File: config.mk
export PLATFORM = sky130hd
export DESIGN_NAME = reply_framer_and_request_matcher_unit
export DESIGN_NICKNAME = d
export VERILOG_FILES = /design/src/rtl/core/rfm_pkg.sv /design/src/rtl/core/reply_framer_and_request_matcher_unit.sv
export SDC_FILE = /design/constraint.sdc
export NUM_CORES = 1
export LEC_CHECK = 0
export BUFFER_PORTS_ARGS = -buffer_cell sky130_fd_sc_hd__buf_2
export CAP_MARGIN = 15
export CELL_PAD_IN_SITES_DETAIL_PLACEMENT = 2
export CELL_PAD_IN_SITES_GLOBAL_PLACEMENT = 2
export CORE_MARGIN = 5
export CORE_UTILIZATION = 48
export CTS_BUF_LIST = sky130_fd_sc_hd__clkbuf_16
export DETAILED_ROUTE_END_ITERATION = 10
export PLACE_DENSITY = 0.94
export SLEW_MARGIN = 20
export SYNTH_ARGS = -nofsm -noshare
export SYNTH_HDL_FRONTEND = slang
export SYNTH_SLANG_ARGS = --single-unit
File: constraint.sdc
create_clock -name clk -period 8.8 [get_ports clk]
set_input_delay 1.76 -clock clk [delete_from_list [all_inputs] [get_ports clk]]
set_output_delay 1.76 -clock clk [all_outputs]
set_load 0.05 [all_outputs]
File: src/rtl/core/rfm_pkg.sv
// package: types, constants and codes of the reply framer and request matcher
`timescale 1ns / 1ps

package rfm_pkg;

    localparam int QUEUE_DEPTH = 16;
    localparam int QW = (QUEUE_DEPTH > 1) ? $clog2(QUEUE_DEPTH) : 1;
    localparam int CW = $clog2(QUEUE_DEPTH + 1);

    // input command codes
    localparam logic [1:0] CMD_ENQ  = 2'd0;
    localparam logic [1:0] CMD_RXB  = 2'd1;
    localparam logic [1:0] CMD_FAIL = 2'd2;

    // result kinds
    localparam logic [2:0] KIND_OK        = 3'd0;
    localparam logic [2:0] KIND_ERROR     = 3'd1;
    localparam logic [2:0] KIND_UNMATCHED = 3'd2;
    localparam logic [2:0] KIND_WR_FAIL   = 3'd3;
    localparam logic [2:0] KIND_OVERFLOW  = 3'd4;

    // configuration register indexes
    localparam logic [1:0] REG_SYNC_BYTE  = 2'd0;
    localparam logic [1:0] REG_END_BYTE   = 2'd1;
    localparam logic [1:0] REG_ERROR_MASK = 2'd2;
    localparam logic [1:0] REG_TYPE_LIMIT = 2'd3;

    localparam logic [7:0] SYNC_BYTE_RST  = 8'h5B;
    localparam logic [7:0] END_BYTE_RST   = 8'h5D;
    localparam logic [7:0] ERROR_MASK_RST = 8'h80;
    localparam logic [7:0] TYPE_LIMIT_RST = 8'hFF;

    typedef struct packed {
        logic [1:0] cmd;
        logic [7:0] req_type;
        logic [7:0] rx_byte;
    } in_word_t;

    typedef struct packed {
        logic [2:0] resp_kind;
        logic [7:0] resp_type;
        logic [7:0] resp_value;
        logic [4:0] dropped;
    } out_word_t;

endpackage

File: src/rtl/core/reply_framer_and_request_matcher_unit.sv
// top level: reply framer, pending request fifo and matcher under one sequencer
//
//  channel  | direction | handshake          | word
//  ---------+-----------+--------------------+-----------------------------------
//  in       | input     | in_valid/in_stall  | cmd, req_type, rx_byte
//  out      | output    | out_valid/out_stall| resp_kind, resp_type, resp_value, dropped
//  cfg      | input     | cfg_we             | cfg_index, cfg_data
//
//  enqueue and plain frame bytes are taken in idle; a bad end byte rescans 3 bytes in rescan
//  a write failure passes through the read, compare and emit states
//  a complete frame passes the limit check, then a read and a compare state per pending entry
//  walked through the fifo memory, then emit; a type at or above the limit ends after the check
//  reset is asynchronous, active low, and clears all control state; fifo memory is not cleared
//  in_stall is high while the sequencer is busy; a result waits in the output register
`timescale 1ns / 1ps

module reply_framer_and_request_matcher_unit
    import rfm_pkg::*;
(
    input  logic       clk,
    input  logic       rst_n,
    input  logic       in_valid,
    output logic       in_stall,
    input  in_word_t   in_data,
    output logic       out_valid,
    input  logic       out_stall,
    output out_word_t  out_data,
    input  logic       cfg_we,
    input  logic [1:0] cfg_index,
    input  logic [7:0] cfg_data
);

    localparam int DW = (CW > 5) ? CW : 5;

    typedef enum logic [5:0] {
        ST_IDLE   = 6'b000001,
        ST_RESCAN = 6'b000010,
        ST_LIMIT  = 6'b000100,
        ST_READ   = 6'b001000,
        ST_CMP    = 6'b010000,
        ST_EMIT   = 6'b100000
    } state_t;

    state_t state_reg, state_next;

    logic [7:0] sync_reg, end_reg, mask_reg, limit_reg;

    logic          phase_reg, phase_next;
    logic [1:0]    held_cnt_reg, held_cnt_next;
    logic [7:0]    held_reg [2];
    logic [QW-1:0] head_reg, head_next;
    logic [CW-1:0] count_reg, count_next;
    logic [CW-1:0] drop_reg, drop_next;
    logic [1:0]    idx_reg, idx_next;
    logic          pop_fail_reg, pop_fail_next;
    logic          out_valid_reg, out_valid_next;

    logic [7:0]    seq_reg [3];
    logic [7:0]    type_reg, value_reg, rd_data_reg;
    logic          err_reg;
    out_word_t     res_reg, res_next;
    out_word_t     out_data_reg;

    logic [7:0]    mem [QUEUE_DEPTH];

    // datapath control from the sequencer
    logic          held_we;
    logic          load_frame;
    logic          load_seq;
    logic          res_we;
    logic          mem_we;

    logic [7:0]    cmp_a, cmp_b;
    logic          cmp_eq, cmp_ge;
    logic [7:0]    scan_b;
    logic          in_acc;
    logic          frame_full;
    logic [CW:0]   tail_sum;
    logic [QW-1:0] tail_addr;
    logic [QW-1:0] head_inc;
    logic [CW-1:0] drop_inc;

    function automatic logic [4:0] sat_drop(input logic [CW-1:0] d);
        logic [DW-1:0] de;
        begin
            de = DW'(d);
            sat_drop = (de > DW'(31)) ? 5'd31 : de[4:0];
        end
    endfunction

    assign in_stall   = (state_reg != ST_IDLE);
    assign in_acc     = in_valid && (state_reg == ST_IDLE);
    assign frame_full = phase_reg && (held_cnt_reg == 2'd2);
    assign out_valid  = out_valid_reg;
    assign out_data   = out_data_reg;

    assign tail_sum  = (CW + 1)'(head_reg) + (CW + 1)'(count_reg);
    assign tail_addr = (tail_sum >= (CW + 1)'(QUEUE_DEPTH))
                       ? QW'(tail_sum - (CW + 1)'(QUEUE_DEPTH)) : QW'(tail_sum);
    assign head_inc  = (head_reg == QW'(QUEUE_DEPTH - 1)) ? '0 : head_reg + 1'b1;
    assign drop_inc  = drop_reg + 1'b1;
    assign scan_b    = (state_reg == ST_RESCAN) ? seq_reg[idx_reg] : in_data.rx_byte;

    // shared compare unit
    always_comb
    begin
        unique case (state_reg)
            ST_IDLE:
            begin
                cmp_a = in_data.rx_byte;
                cmp_b = frame_full ? end_reg : sync_reg;
            end
            ST_RESCAN:
            begin
                cmp_a = seq_reg[idx_reg];
                cmp_b = sync_reg;
            end
            ST_LIMIT:
            begin
                cmp_a = type_reg;
                cmp_b = limit_reg;
            end
            ST_CMP:
            begin
                cmp_a = rd_data_reg;
                cmp_b = type_reg;
            end
            default:
            begin
                cmp_a = in_data.rx_byte;
                cmp_b = sync_reg;
            end
        endcase
    end

    assign cmp_eq = (cmp_a == cmp_b);
    assign cmp_ge = (cmp_a >= cmp_b);

    // sequencer
    always_comb
    begin
        state_next     = state_reg;
        phase_next     = phase_reg;
        held_cnt_next  = held_cnt_reg;
        head_next      = head_reg;
        count_next     = count_reg;
        drop_next      = drop_reg;
        idx_next       = idx_reg;
        pop_fail_next  = pop_fail_reg;
        out_valid_next = out_valid_reg;
        res_next       = res_reg;
        held_we        = 1'b0;
        load_frame     = 1'b0;
        load_seq       = 1'b0;
        res_we         = 1'b0;
        mem_we         = 1'b0;

        if (out_valid_reg && !out_stall)
        begin
            out_valid_next = 1'b0;
        end

        unique case (state_reg)
            ST_IDLE:
            begin
                if (in_acc)
                begin
                    unique case (in_data.cmd)
                        CMD_ENQ:
                        begin
                            if (count_reg == CW'(QUEUE_DEPTH))
                            begin
                                res_next   = '{KIND_OVERFLOW, in_data.req_type, 8'd0, 5'd0};
                                res_we     = 1'b1;
                                state_next = ST_EMIT;
                            end
                            else
                            begin
                                mem_we     = 1'b1;
                                count_next = count_reg + 1'b1;
                            end
                        end
                        CMD_RXB:
                        begin
                            if (frame_full)
                            begin
                                phase_next    = 1'b0;
                                held_cnt_next = 2'd0;
                                if (cmp_eq)
                                begin
                                    load_frame = 1'b1;
                                    state_next = ST_LIMIT;
                                end
                                else
                                begin
                                    // bad end byte: rescan the bytes after the old sync
                                    load_seq   = 1'b1;
                                    idx_next   = 2'd0;
                                    state_next = ST_RESCAN;
                                end
                            end
                            else if (!phase_reg)
                            begin
                                if (cmp_eq)
                                begin
                                    phase_next    = 1'b1;
                                    held_cnt_next = 2'd0;
                                end
                            end
                            else
                            begin
                                held_we       = 1'b1;
                                held_cnt_next = held_cnt_reg + 1'b1;
                            end
                        end
                        CMD_FAIL:
                        begin
                            if (count_reg != '0)
                            begin
                                pop_fail_next = 1'b1;
                                state_next    = ST_READ;
                            end
                        end
                        default:
                        begin
                        end
                    endcase
                end
            end
            ST_RESCAN:
            begin
                if (!phase_reg)
                begin
                    if (cmp_eq)
                    begin
                        phase_next    = 1'b1;
                        held_cnt_next = 2'd0;
                    end
                end
                else if (held_cnt_reg != 2'd2)
                begin
                    held_we       = 1'b1;
                    held_cnt_next = held_cnt_reg + 1'b1;
                end
                if (idx_reg == 2'd2)
                begin
                    state_next = ST_IDLE;
                end
                else
                begin
                    idx_next = idx_reg + 1'b1;
                end
            end
            ST_LIMIT:
            begin
                if (cmp_ge)
                begin
                    state_next = ST_IDLE;
                end
                else
                begin
                    drop_next     = '0;
                    pop_fail_next = 1'b0;
                    if (count_reg == '0)
                    begin
                        res_next   = '{KIND_UNMATCHED, type_reg, 8'd0, 5'd0};
                        res_we     = 1'b1;
                        state_next = ST_EMIT;
                    end
                    else
                    begin
                        state_next = ST_READ;
                    end
                end
            end
            ST_READ:
            begin
                state_next = ST_CMP;
            end
            ST_CMP:
            begin
                head_next  = head_inc;
                count_next = count_reg - 1'b1;
                if (pop_fail_reg)
                begin
                    res_next   = '{KIND_WR_FAIL, rd_data_reg, 8'd0, 5'd0};
                    res_we     = 1'b1;
                    state_next = ST_EMIT;
                end
                else if (cmp_eq)
                begin
                    res_next   = err_reg
                                 ? out_word_t'{KIND_ERROR, type_reg, 8'd0, sat_drop(drop_reg)}
                                 : out_word_t'{KIND_OK, type_reg, value_reg, sat_drop(drop_reg)};
                    res_we     = 1'b1;
                    state_next = ST_EMIT;
                end
                else
                begin
                    drop_next = drop_inc;
                    if (count_reg == CW'(1))
                    begin
                        res_next   = '{KIND_UNMATCHED, type_reg, 8'd0, sat_drop(drop_inc)};
                        res_we     = 1'b1;
                        state_next = ST_EMIT;
                    end
                    else
                    begin
                        state_next = ST_READ;
                    end
                end
            end
            ST_EMIT:
            begin
                if (!out_valid_reg || !out_stall)
                begin
                    out_valid_next = 1'b1;
                    state_next     = ST_IDLE;
                end
            end
            default:
            begin
                state_next = ST_IDLE;
            end
        endcase
    end

    always_ff @(posedge clk or negedge rst_n)
    begin
        if (!rst_n)
        begin
            state_reg     <= ST_IDLE;
            phase_reg     <= 1'b0;
            held_cnt_reg  <= 2'd0;
            head_reg      <= '0;
            count_reg     <= '0;
            drop_reg      <= '0;
            idx_reg       <= 2'd0;
            pop_fail_reg  <= 1'b0;
            out_valid_reg <= 1'b0;
            sync_reg      <= SYNC_BYTE_RST;
            end_reg       <= END_BYTE_RST;
            mask_reg      <= ERROR_MASK_RST;
            limit_reg     <= TYPE_LIMIT_RST;
        end
        else
        begin
            state_reg     <= state_next;
            phase_reg     <= phase_next;
            held_cnt_reg  <= held_cnt_next;
            head_reg      <= head_next;
            count_reg     <= count_next;
            drop_reg      <= drop_next;
            idx_reg       <= idx_next;
            pop_fail_reg  <= pop_fail_next;
            out_valid_reg <= out_valid_next;
            if (cfg_we)
            begin
                unique case (cfg_index)
                    REG_SYNC_BYTE:  sync_reg  <= cfg_data;
                    REG_END_BYTE:   end_reg   <= cfg_data;
                    REG_ERROR_MASK: mask_reg  <= cfg_data;
                    REG_TYPE_LIMIT: limit_reg <= cfg_data;
                    default:        sync_reg  <= sync_reg;
                endcase
            end
        end
    end

    // payload registers
    always_ff @(posedge clk)
    begin
        if (held_we)
        begin
            held_reg[held_cnt_reg[0]] <= scan_b;
        end
        if (load_frame)
        begin
            type_reg  <= held_reg[0] & ~mask_reg;
            err_reg   <= |(held_reg[0] & mask_reg);
            value_reg <= held_reg[1];
        end
        if (load_seq)
        begin
            seq_reg[0] <= held_reg[0];
            seq_reg[1] <= held_reg[1];
            seq_reg[2] <= in_data.rx_byte;
        end
        if (res_we)
        begin
            res_reg <= res_next;
        end
        if ((state_reg == ST_EMIT) && (!out_valid_reg || !out_stall))
        begin
            out_data_reg <= res_reg;
        end
    end

    // pending type fifo memory, read port always at the head
    always_ff @(posedge clk)
    begin
        if (mem_we)
        begin
            mem[tail_addr] <= in_data.req_type;
        end
        rd_data_reg <= mem[head_reg];
    end

endmodule

Word-level counts from Yosys, hierarchy flattened
Memories as Yosys holds them, arrays and structs flattened. A register that Yosys moved wholly into a read port is not among the register bits. Cells that the tools add are included.

Bits in registers: 124. Memory bits (writable): 168. Bits of input ports: 33. Output and inout bits: 26. Logic and storage cells: 215. Memories: 3.

Memory list: mem (words 16, bits a word 8, read ports 1, clocked after memory_dff 1, write ports 1, line reply_framer_and_request_matcher_unit.sv:64) `logic [7:0] mem [QUEUE_DEPTH];`; seq_reg (words 3, bits a word 8, read ports 1, clocked after memory_dff 0, write ports 3, line reply_framer_and_request_matcher_unit.sv:58) `logic [7:0] seq_reg [3];`; held_reg (words 2, bits a word 8, read ports 2, clocked after memory_dff 0, write ports 1, line reply_framer_and_request_matcher_unit.sv:50) `logic [7:0] held_reg [2];`.

Add/subtract/negate cells: 8. Magnitude comparators: 4. Equal/unequal tests: 41. Mux-type cells: 103. Bitwise gates (word level): 3. Reduce and logical (&&, ||, !) cells: 29.

Operators by type and width (number): $mux 24 (8); $pmux 24 s3 (1); $mux 6 (11); $pmux 8 s3 (2); $mux 1 (45); $mux 5 (8); $pmux 6 s6 (1); $mux 2 (12); $mux 22 (1); $ne 2x2->1 const B (11); $pmux 5 s2 (2); $pmux 6 s3 (1); $and 8x8->8 (2); $mux 8 (2); $ne 2x1->1 const B (6); $reduce_and 4->1 (3); $add 5x1->5 const B (2); $eq 2x2->1 const B (5); $gt 5x5->1 const B (2); $ne 3x3->1 const B (3); $eq 8x8->1 (1); $ge 8x8->1 (1); $mux 4 (2); $not 8->8 (1); 39 further kinds (55).

Depth between registers and ports, before layout
Gate-level depths: netlist of the first run.

Depth in word-level cells: 12. Depth in mapped cells: 14. Mapped depth without buffers: 12.

Worst setup path before layout of the first run
No wires, ideal clock.

Path type: input -> register. Start point: input in_data[7] (netlist name). End point: register err_reg (enable). Arrival: 4.321 ns. Path slack: 4.067 ns. Cell stages on the path: 7. Cell sequence: a222oi_1 mux2i_1 ha_1 nand4_1 or2_2 clkbuf_1 nor3_1.

Cells in the longest elaborated chain, start to end: 7.

Ends and longest elaborated chain: start, declared (line reply_framer_and_request_matcher_unit.sv:24) `input in_word_t in_data,`; $pmux 8 s3 (line reply_framer_and_request_matcher_unit.sv:107) `unique case (state_reg)`; $eq 8x8->1 (line reply_framer_and_request_matcher_unit.sv:136) `assign cmp_eq = (cmp_a == cmp_b);`; $mux 1 (line reply_framer_and_request_matcher_unit.sv:189) `if (cmp_eq)`; $mux 1 (line reply_framer_and_request_matcher_unit.sv:185) `if (frame_full)`; $mux 1 (line reply_framer_and_request_matcher_unit.sv:168) `unique case (in_data.cmd)`; $mux 1 (line reply_framer_and_request_matcher_unit.sv:166) `if (in_acc)`; $mux 1 (line reply_framer_and_request_matcher_unit.sv:163) `unique case (state_reg)`; named net load_frame (line reply_framer_and_request_matcher_unit.sv:68) `logic load_frame;`; end signal, assigned (line reply_framer_and_request_matcher_unit.sv:380) `err_reg <= |(held_reg[0] & mask_reg);`; end, declared (line reply_framer_and_request_matcher_unit.sv:60) `logic err_reg;`.

The timed path passes the listed nets, and every way through them passes these cells. A chain may end at the register's enable or synchronous reset.

Final worst setup path of the first run
Start point: register state_reg[1]. End point: register res_reg[2] (netlist name) (enable).

Cells in the longest elaborated chain, start to end: 7. Elaborated cells on any way between the ends: 22.

Ends and longest elaborated chain: start, declared (line reply_framer_and_request_matcher_unit.sv:44) `state_t state_reg, state_next;`; start signal, assigned (line reply_framer_and_request_matcher_unit.sv:348) `state_reg <= state_next;`; branches (longest 6 deep; another with $ge 8x8->1); $reduce_and 8->1 (no source line) *; end signal, assigned (line reply_framer_and_request_matcher_unit.sv:391) `res_reg <= res_next;`; end, declared (line reply_framer_and_request_matcher_unit.sv:61) `out_word_t res_reg, res_next;`.

Mark *: on every way between the ends.

==> results_dict.tcl, run 1 <==
set metrics [dict create \
    outcome "completed" \
    grt_usage_pct 30.27 \
    fin_crit_sh_pct 68.09 \
    maxSlewHeadroom_pct 21.92 \
    worstPathMaxFanout 24 \
    rsz0062_at_grt "no" \
    synth_warnings 0 \
    synthToLayoutAreaGrowth_pct 13.57 \
    grt_pass1_wl_um 64290 \
    drtPass1Iterations 10 \
    yosysTopAreaCellShare_pct 55.81 \
    hpwl_um 29120 \
    dp_cells 1192 \
    slowest_stage "or3_1" \
    diodes 0 \
    io_pins 59 \
    drc 0 \
    max_stage_delay_ns 0.91 \
    maxSlewViolCount 0 \
    finalCriticalPeriod_ns 5.992 \
    start_util_pct 48.38 \
    power_density_nw_per_um2 255.4 \
    ys_top_cells_by_count "233 x edfxtp_1, 57 x nand2_1, 47 x o21ai_0" \
    fin_cells 1253 \
    hold-path-cell-count 0 \
    worst_setup_path_start_kind "flop" \
    clockBufferDepth 3 \
    nets 951 \
    clock_sinks 300 \
    power.leakage_nw 4.985 \
    final.setup_skew_ns 0.04060 \
    fin_tns_setup_ns 0 \
    vdd_drop_max_v 0.0002277 \
    path_clk_slew_ns 0.06 \
    setup_viol 0 \
    gp_congestion 0.8550 \
    grt_overflow_total 0 \
    rr_worst_depth 11 \
    hp-class "flop to flop" \
    dr.first_iter.drc_count 972 \
    crit_required_ns 8.91 \
    cts_setup_buffers 0 \
    synth_ff_type "edfxtp_1" \
    grt_max_degree 60 \
    ys_async_sr_fraction_pct 19.67 \
    grt_antenna_before_repair 1 \
    yosysMostFrequentCell "edfxtp_1" \
    wl_um 44110 \
    clockRootBuffer "clkbuf_16" \
    die_height_um 171.6 \
    critPathKind "flop to flop" \
    vias 8277 \
    drive_gt1_share_pct 22.11 \
    hold_buffers 0 \
    cts_tree "built" \
    numCtsBuffers 34 \
    synth_top_area_cell "edfxtp_1" \
    ys_ff_latch 300 \
    syn_area_um2 12540 \
    ys_types 67 \
    wl_per_cell_um 35.20 \
    synth_fp_nets 889 \
    maxCapViolCount 0 \
    fmax_mhz 166.9 \
    path_cells "or2_1, nor4_4, inv_1, and2_1, a222oi_1, nor2b_1, ha_1, nand2b_1, a2111o_1, a2111oi_0, or3_1" \
    synth_edf_count 233 \
    drt-vias-per-instance 6.606 \
    regMostFlops "mem" \
    drt.antenna.violating_nets 0 \
    rows 59 \
    critPathArrivalTime_ns 6.10 \
    ys_seq_area_share_pct 69.06 \
    tightestPinTransition_ns 1.170 \
    largest_reg_flops 128 \
    finalPower_w 0.003637 \
    clkLatencyLatePin_ns 0.52 \
    die_w_um 171.6 \
    cp.depth 11 \
    core_area_um2 25910 \
    die_area_um2 29450 \
    io_buffers 58 \
    cts_resized 0 \
    syn_inst 831 \
    crit_family "simple AND/OR/NAND/NOR gates" \
    synthTopCellsByArea "edfxtp_1 56%, dfrtp_1 7.8%, dfstp_2 4.2%, mux2_2 3.6%, mux4_2 2.9%" \
    timing.final.hold_violations 0 \
    syn_area_per_cell_um2 15.09 \
    path_buf_inv 1 \
    crit_path_end_kind "flop" \
    htree_levels 2 \
    grt_pass1_vias 9001 \
]
==> per-stage QoR <==
stage / setup WS [ns] / instance area, um^2 / util (%) / hold slack (ns)
floorplan: 4.067 / 12540 / - / 0.4003
CTS: 3.239 / 14230 / 54.91 / 0.4213
global placement: 4.118 / 13140 / 50.70 / 0.4002
detailed placement: 3.500 / 13140 / 50.70 / 0.4089
finish: 2.808 / 14240 / 54.95 / 0.4184
global route: 2.885 / 14240 / 54.95 / 0.4238
==> placed cells by master (no fill, tap or decap), types with 11 or more instances in the layout <==
cell and count:
mux2_2 40, nand3_1 11, mux2i_1 34, clkbuf_16 36
inv_1 25, and2_1 11, ha_1 24, edfxtp_1 233
nand2_1 57, a22oi_1 22, dfstp_2 20, nor2_1 46
dfrtp_1 38, mux4_2 16, buf_2 58, o21ai_0 47
a21oi_1 37
==> kinds of logic (layout without fill, tap and decap cells) <==
logic type,after synthesis,in the layout,synth area share (%)
DFF,300,300,69.06
and+or+nand+nor,185,185,7.874
AOI/OAI and AO/OA,164,164,8.543
muxes,90,90,9.182
buffers and inverters,53,140,1.806
adders and majority gates,25,25,2.555
xor gates and xnor gates,14,14,0.9780
==> final cells by class <==
cell class,count,area [um^2]
Tap cell,335,419.2
Clock inverter,25,191.4
Inverter,15,56.30
Sequential cell,300,8660
Clock buffer,36,900.9
Timing Repair Buffer,64,335.3
Fill cell,2250,11670
Multi-Input combinational cell,478,3676
==> report_power, final <==
group / internal (W) / switching [W] / leakage, nW
Combinational: 0.000170 / 0.000318 / 1.57
Sequential: 0.00162 / 0.000114 / 2.85
Clock: 0.000827 / 0.000583 / 0.567
==> final timing paths <==
check | slack (ns) | to | startpoint
setup / recovery | 2.81 | res_reg[2] | state_reg[1]
hold / removal | 0.42 | out_data[7] | res_reg[7]
setup reg to reg | 2.81 | res_reg[2] | state_reg[1]
hold reg to reg | 0.42 | out_data[7] | res_reg[7]
max in group asynchronous | 6.78 | head_reg[0] | rst_n
min in group asynchronous | 1.41 | idx_reg[0] | rst_n
==> per-layer routing <==
layer  vias to the layer above  track usage, %  part of all wire (%)
met5                         -               0                 0.029
met4                         2           15.29                   5.9
met3                       166           5.677                   7.3
met2                       493           52.99                    51
met1                      4271           35.72                    35
li1                       3345               -                     -
(Power assumes the default switching activity.)
==> run 2: changes to the inputs <==
- ABC_AREA: not set -> 1
- CORE_UTILIZATION: 48 -> 42
- PLACE_DENSITY: 0.94 -> 0.9
- clock period: 8.8 -> 5.8 ns (I/O delays scaled with it)
==> results_dict.tcl, run 2 <==
set metrics [dict create \
    finalCriticalPeriod_ns 4.242 \
    yosysTopAreaCellShare_pct 54.34 \
    ys_async_sr_fraction_pct 19.67 \
    grt_antenna_before_repair 2 \
    fmax_mhz 235.8 \
    drt-vias-per-instance 5.816 \
    crit_required_ns 5.98 \
    tightestPinTransition_ns 1.104 \
    nets 1263 \
    dp_slack_ns 1.638 \
    grt_pass1_vias 10520 \
    synth_ff_type "edfxtp_1" \
    ys_seq_area_share_pct 67.24 \
    cts_resized 0 \
    synthTopCellsByArea "edfxtp_1 54%, dfrtp_1 7.6%, nand2_1 7.5%, dfstp_2 4.1%, o21ai_0 3.5%" \
    numCtsBuffers 34 \
    hold_slack_ns 0.4160 \
    wl_um 44830 \
    synth_edf_count 233 \
    final.setup_skew_ns 0.01951 \
    synthSimpleGateAreaFrac_pct 14.67 \
    most-common-layout-cells "256 x nand2_1, 233 x edfxtp_1, 112 x inv_1" \
    clockRootBuffer "clkbuf_16" \
    gp_congestion 0.8673 \
    drc 0 \
    hp-class "flop to flop" \
    io_buffers 58 \
    drtPass1Iterations 7 \
    start_util_pct 42.31 \
    ys_types 46 \
    clockBufferDepth 3 \
    synthToLayoutAreaGrowth_pct 13.77 \
    power_density_nw_per_um2 404.5 \
    cts_tree "built" \
    diodes 0 \
    regMostFlops "mem" \
    largest_reg_flops 128 \
    wl_per_cell_um 27.57 \
    grt_overflow_total 0 \
    grt_usage_pct 26.34 \
    maxSlewHeadroom_pct 26.15 \
    setup.worst_path.start "state_reg[0]" \
    die_height_um 185.1 \
    hpwl_um 29680 \
    synthXorXnorAreaFrac_pct 0.8843 \
    yosysMostFrequentCell "nand2_1" \
    dr.first_iter.drc_count 776 \
    drive_gt1_share_pct 13.50 \
    drt.antenna.violating_nets 0 \
    die_w_um 185.1 \
    die_area_um2 34260 \
    syn_area_um2 12880 \
    hold_buffers 0 \
    ys_top_cells_by_count "256 x nand2_1, 233 x edfxtp_1, 103 x inv_1" \
    seq_area_um2 8661 \
    rows 64 \
    dpl-instance-area_um2 13540 \
    htree_levels 2 \
    rsz0062_at_grt "no" \
    setup_viol 0 \
    outcome "completed" \
    clock_sinks 300 \
    synth_top_family_by_area "simple AND/OR/NAND/NOR gates" \
    synth_top_area_cell "edfxtp_1" \
    synthAdderAreaFrac_pct 2.488 \
    fin_crit_sh_pct 73.13 \
    rr_endpoint "res_reg[10]" \
    setup_ws_ns 1.558 \
    grt_pass1_wl_um 66870 \
    maxCapViolCount 0 \
    maxSlewViolCount 0 \
    synth_fp_nets 1203 \
    power.leakage_nw 5.607 \
    critPathArrivalTime_ns 4.43 \
    syn_inst 1145 \
    r2r_slack_ns 1.56 \
    synth_compound_area_share_pct 9.902 \
    path_clk_slew_ns 0.06 \
    multi_input_area_um2 3627 \
    layout_commonest_cell "nand2_1" \
    ys_ff_latch 300 \
    worstPathMaxFanout 29 \
    yosys-mux-area-fraction_pct 0 \
    rr_worst_depth 18 \
    timing.final.hold_violations 0 \
    final_cell_area_um2 14650 \
    crit_path_end_kind "flop" \
    io_pins 59 \
    synth_warnings 0 \
    vdd_drop_max_v 0.0002851 \
    nFillCells 3054 \
    reg2reg_from "state_reg[0]" \
    fin_tns_setup_ns 0 \
    grt_max_degree 69 \
    cts_setup_buffers 0 \
    critPathKind "flop to flop" \
    clkLatencyLatePin_ns 0.52 \
    worst_setup_path_start_kind "flop" \
    crit_path_end "res_reg[10]" \
    vias 9457 \
    syn_area_per_cell_um2 11.25 \
    core_area_um2 30430 \
]
run 2: cell type report:
| cell class | instances | share of cell area (%) |
|---|---|---|
| inverter | 114 | 2.938 |
| sequential | 300 | 59.12 |
| tap | 396 | 3.382 |
| clock buffer | 35 | 5.979 |
| multi-input combinational | 691 | 24.76 |
| timing repair buffer | 64 | 2.289 |
| clock inverter | 26 | 1.529 |
run 2: cells by family (layout without fill, tap and decap cells):
logic type | Yosys count | in the layout
buffers and inverters | 154 | 239
adder cells (fa/ha/maj) | 25 | 25
flip-flops | 300 | 300
AND/OR/NAND/NOR | 445 | 445
XOR/XNOR | 13 | 13
AO/OA/AOI/OAI | 208 | 208
run 2: metrics by stage:
step | util (%) | cells | total power [W]
2_1_floorplan | - | 1145 | 0.003319
3_3_place_gp | 44.49 | 1565 | 0.003604
3_5_place_dp | 44.49 | 1565 | 0.003734
4_1_cts | 48.10 | 1626 | 0.005941
5_1_grt | 48.14 | 1626 | 0.006147
6_report | 48.14 | 1626 | 0.005925
run 2: metal layers:
| metal | vias up | global-route usage (%) | share of wire, % |
|---|---|---|---|
| li1 | 4090 | - | - |
| met1 | 4837 | 31.57 | 38 |
| met2 | 393 | 46.18 | 51 |
| met3 | 133 | 5.145 | 6.2 |
| met4 | 4 | 11.66 | 4.8 |
| met5 | - | 0 | 0.076 |
run 2: worst min path at each step:
stage               cells after the start           to       start
floorplan                               0  out_data[0]  res_reg[0]
global placement                        0  out_data[7]  res_reg[7]
detailed placement                      0  out_data[2]  res_reg[2]
CTS                                     0  out_data[5]  res_reg[5]
global route                            0  out_data[6]  res_reg[6]
finish                                  0  out_data[5]  res_reg[5]
run 2: power by group:
| part | switching (W) | internal, W |
|---|---|---|
| combinational | 0.000819 | 0.000285 |
| sequential | 0.000162 | 0.00249 |
| clock | 0.000896 | 0.00128 |
| total | 0.00188 | 0.00405 |
run 2: worst max-delay path: stages, from the launching register on:
cell	delay, ns
dfstp_2	0.55
nor2_2	0.08
nand3_2	0.08
buf_4	0.37
nand2_4	0.16
inv_2	0.22
nand2_1	0.17
o21ai_2	0.18
a21oi_1	0.12
ha_1	0.32
nand2_1	0.10
nor2_1	0.25
nand2_2	0.25
nand2_1	0.18
inv_1	0.19
nand2_1	0.11
nand2_1	0.09
o311ai_2	0.11
buf_4	0.36
